--- config.mk ---
export PLATFORM = sky130hd
export DESIGN_NAME = bbe_lane
export DESIGN_NICKNAME = d
export VERILOG_FILES = /design/src/rtl/bbe_pkg.sv /design/src/rtl/bbe_lane.sv
export SDC_FILE = /design/constraint.sdc
export NUM_CORES = 1
export LEC_CHECK = 0
export ABC_AREA = 1
export BUFFER_PORTS_ARGS = -buffer_cell sky130_fd_sc_hd__buf_2
export CAP_MARGIN = 10
export CORE_AREA = 2 2 156 158
export DETAILED_ROUTE_END_ITERATION = 12
export DIE_AREA = 0 0 158 160
export PLACE_DENSITY = 0.73
export SYNTH_ARGS = -nofsm -noshare
export SYNTH_HDL_FRONTEND = slang
export SYNTH_SLANG_ARGS = --single-unit
--- constraint.sdc ---
create_clock -name clk -period 16.3 [get_ports clk]
set_clock_uncertainty 0.05 [all_clocks]
set_input_delay 0.815 -clock clk [delete_from_list [all_inputs] [get_ports clk]]
set_output_delay 0.815 -clock clk [all_outputs]
set_load 0.05 [all_outputs]
--- src/rtl/bbe_pkg.sv ---
package bbe_pkg;

	localparam int CH_W  = 8;
	localparam int PIX_W = 3 * CH_W;
	localparam int FW_W  = 11;
	localparam int FH_W  = 12;
	localparam int CFG_W = 12;
	localparam int SUM_W = 12;
	localparam int X_W   = 13;
	localparam int REC_W = 16;

	typedef logic [0:0] reg_idx_t;

	localparam reg_idx_t REG_WIDTH  = 1'b0;
	localparam reg_idx_t REG_HEIGHT = 1'b1;

	typedef struct packed {
		logic [8:0] incl;
		logic [3:0] n;
	} lane_ctl_t;

	function automatic logic [REC_W-1:0] bbe_recip(input logic [3:0] n);
		logic [REC_W-1:0] m;
		case (n)
			4'd1: m = 16'd32768;
			4'd2: m = 16'd16384;
			4'd3: m = 16'd10922;
			4'd4: m = 16'd8192;
			4'd6: m = 16'd5461;
			4'd9: m = 16'd3640;
			default: m = 16'd0;
		endcase
		return m;
	endfunction

endpackage

--- src/rtl/bbe_lane.sv ---
module bbe_lane import bbe_pkg::*; (
	input  logic                 clk,
	input  logic                 en,
	input  lane_ctl_t            ctl,
	input  logic [8:0][CH_W-1:0] pix,
	output logic [CH_W-1:0]      q
);

	logic [SUM_W-1:0]         sum;
	logic [X_W-1:0]           x_s3;
	logic [3:0]               n_s3;
	logic [X_W+REC_W-1:0]     prod;
	logic [SUM_W-1:0]         q0_s4;
	logic [X_W-1:0]           x_s4;
	logic [4:0]               d_s4;
	logic [SUM_W+4:0]         qd;
	logic [X_W-1:0]           rem;
	logic [SUM_W-1:0]         qf;

	always_comb begin
		sum = '0;
		for (int i = 0; i < 9; i++) begin
			if (ctl.incl[i]) begin
				sum = sum + SUM_W'(pix[i]);
			end
		end
	end

	assign prod = (X_W+REC_W)'(x_s3) * (X_W+REC_W)'(bbe_recip(n_s3));

	always_ff @(posedge clk) begin
		if (en) begin
			x_s3  <= {sum, 1'b0} + X_W'(ctl.n);
			n_s3  <= ctl.n;
			q0_s4 <= prod[REC_W+SUM_W-1:REC_W];
			x_s4  <= x_s3;
			d_s4  <= {n_s3, 1'b0};
		end
	end

	always_comb begin
		qd  = {5'b0, q0_s4} * {12'b0, d_s4};
		rem = x_s4 - qd[X_W-1:0];
		qf  = (rem >= X_W'(d_s4)) ? q0_s4 + 12'd1 : q0_s4;
		q   = (qf > 12'd255) ? 8'hFF : qf[CH_W-1:0];
	end

endmodule

==> impl_metrics.csv <==
group,metric,value,unit
place,dpl.hpwl,26200,µm
die,fp.dieArea,0.0253,mm²
cts,cts_sinks,44,
timing,max_freq,0.107,GHz
cts,cts.repair.resized,0,
finish,layout.nets,2204,
die,rows,57,
logic_synthesis,syn_avg_cell_area,7.38,µm²
grt,grt_use_total,0.246,
logic_synthesis,async_reset_ff_frac,0,
setup_path,cp_slowest_stage_delay,0.39,ns
timing,final.period_utilization,0.576,
flow_run,cap_viol_max_count,0,
cts,post_cts_buffers,0,
timing,slew_violations,0,
logic_synthesis,synth_edf_count,44,
timing,tightest_slew,0.974,ns
timing,fin_crit,9.39,ns
timing,hold_viol,0,
routing,wl,29600,µm
timing,finalSetupViolations,0,
cts,root_buffer,"clkbuf_16",
grt,grt_overflow,0,
logic_synthesis,ys.flop_type,"edfxtp_1",
cts,htreeDepth,2,
logic_synthesis,syn_area,0.0127,mm²
cts,cts_tree,"yes",
finish,layoutNonFillerInstCount,2130,
grt,grt_max_degree,45,
grt,grt_pass1_wl,50200,µm
timing,slew-limit-headroom,0.350,
power,p_leak,7.61,nW
cts,clockBufferDepth,2,
logic_synthesis,ys_ff_latch,44,
power,power-per-cell-area,137,mW/mm²
status,status,"complete, no violations",
finish,area.growth.synth_to_final,7.12,%
routing,vias,11000,
setup_path,required,16.28,ns
setup_path,critPathSlowestCell,"fa_1",
logic_synthesis,yosys_warnings,0,
cts,clock_latency,0.28,ns
grt,antenna_found_initial,3,
place,gp_congestion,0.957,
setup_path,cp_common_cell,"nand2_1",
timing,setup_slack,6.91,ns
cts,cts_buffers,5,
logic_synthesis,postSynthCellCount,1728,
die,start_util,0.535,
setup_path,cp.arrival,9.37,ns
routing,avgRoutedWirePerCell,13.9,µm
die,top_level_ports,95,
routing,drc,0,
routing,via_per_inst,5.16,
place,dp_slack,6.72,ns
finish,post-route-cell-area,0.0137,mm²
setup_path,critPathCaptureType,"flip-flop",
setup_path,critPathMaxFanout,11,
die,die_h,160,µm
power,peakVddDrop,0.129,mV
finish,num-fill-cells,2306,
place,dp.cells,2119,
logic_synthesis,seq_area_frac_synth,0.104,
die,die_x,158,µm
routing,drtIter0Drc,605,
setup_path,worstSetupPathType,"in -> reg",
logic_synthesis,synth_cell_types,49,
place,numPortBuffers,94,
timing,whs,0.481,ns
routing,postRouteAntennaNets,0,
finish,drive_above_1_share,0.0893,
setup_path,worstSetupStartpointType,"primary input",
cts,clkSlewWorstSetupHoldPaths,0.06,ns
routing,drtPass1Iterations,6,
timing,rsz0062_at_grt,"no",
hold_path,hold_class,"reg -> reg",
place,dpl_cell_area,0.0135,mm²
die,fp.coreArea,0.0238,mm²
cts,cts_hold_buf,0,
timing,fin_setup_tns,0,ns
grt,grt_pass1_vias,10900,
per-stage QoR:
stage               total power [mW]   util
CTS                             1.88  0.573
detailed placement              1.76  0.566
floorplan                       1.44      -
global placement                1.71  0.566
global route                    2.11  0.573
finish                          1.87  0.573
layout make-up:
cell class	instances	area, µm²	area share
Antenna cell	3	7.51	0.000550
Clock buffer	5	125	0.00916
Clock inverter	3	47.5	0.00348
Inverter	401	1510	0.110
Multi-Input combinational cell	1255	9760	0.715
Sequential cell	44	1320	0.0968
Tap cell	324	405	0.0297
Timing Repair Buffer	95	478	0.0350
worst max-delay path, delay by kind of cell:
family | cells | cell delay, ns
simple gates | 27 | 3.21
fa+ha+maj | 9 | 2.65
compound gates | 7 | 1.37
xor+xnor | 5 | 0.74
buf+inv | 8 | 0.56
kinds of logic after synthesis:
kind of cell    count (synthesis)  share of synthesized area
flops                          44                      0.104
buf+inv                       432                      0.131
compound gates                167                     0.0721
fa+ha+maj                     315                      0.400
xor+xnor                       84                     0.0577
simple gates                  685                      0.235
other cells                     1                   0.000294
cells in the mapped netlist (2+ instances only):
library cell  count  area (µm²)
a21o_1            4        30.0
or2_2            10        62.6
a211oi_2          2        25.0
a31oi_1           4        25.0
inv_2             2        7.51
buf_1             5        18.8
inv_1           396        1490
nor2_2            7        43.8
o21ai_1          20         100
a21oi_1          82         410
nand2_1         367        1380
xor2_1           59         517
nor3_1            7        35.0
o21ai_0          36         180
xnor2_1          25         219
ha_1            161        2010
o21bai_1          4        30.0
o211ai_1          3        22.5
o221ai_1          3        26.3
and2_1            8        50.1
nor2_1          111         417
fa_1            154        3080
nand3b_1          7        52.6
clkinv_1          3        11.3
nand2_2          26         163
nand4_1          21         131
edfxtp_1         44        1320
nand3_2           7        70.1
clkbuf_1         19        71.3
o21a_1            2        15.0
buf_2             4        20.0
nand3_1         108         541
worst paths after layout:
check	start	end	slack, ns	depth (start not counted)
setup / recovery	ctl[4]	x_s3[11]$_DFFE_PP_	6.91	56
hold / removal	n_s3[1]$_DFFE_PP_	d_s4[2]$_DFFE_PP_	0.48	0
setup reg to reg	n_s3[2]$_DFFE_PP_	q0_s4[11]$_DFFE_PP_	9.01	29
hold reg to reg	n_s3[1]$_DFFE_PP_	d_s4[2]$_DFFE_PP_	0.48	0
flip-flops by register name, summed over array words and instances, names as in the netlist:
signal  cells
x_s4       13
d_s4        3
q0_s4      12
n_s3        3
x_s3       13
where the power goes:
part / total (mW) / switching (mW) / internal [mW]
clock network: 0.113 / 0.0399 / 0.0727
registers: 0.242 / 0.0624 / 0.180
logic: 1.52 / 0.917 / 0.602
layer usage:
metal / global-route usage / vias up / routed length (µm)
met4: 0.0373 / 0 / 443
met1: 0.331 / 5185 / 13200
li1: - / 5499 / -
met5: 0 / - / 0
met3: 0.0304 / 30 / 1490
met2: 0.432 / 282 / 14400
placed cells by master (no fill, tap or decap), drive strengths merged, types with 11 or more instances in the layout:
master  instances
a21oi          83
buf            95
edfxtp         44
fa            154
ha            161
inv           398
nand2         394
nand3         115
nand4          21
nor2          119
o21ai          56
or2            11
xnor2          25
xor2           59
No activity file was read; power rests on OpenSTA's default activity.
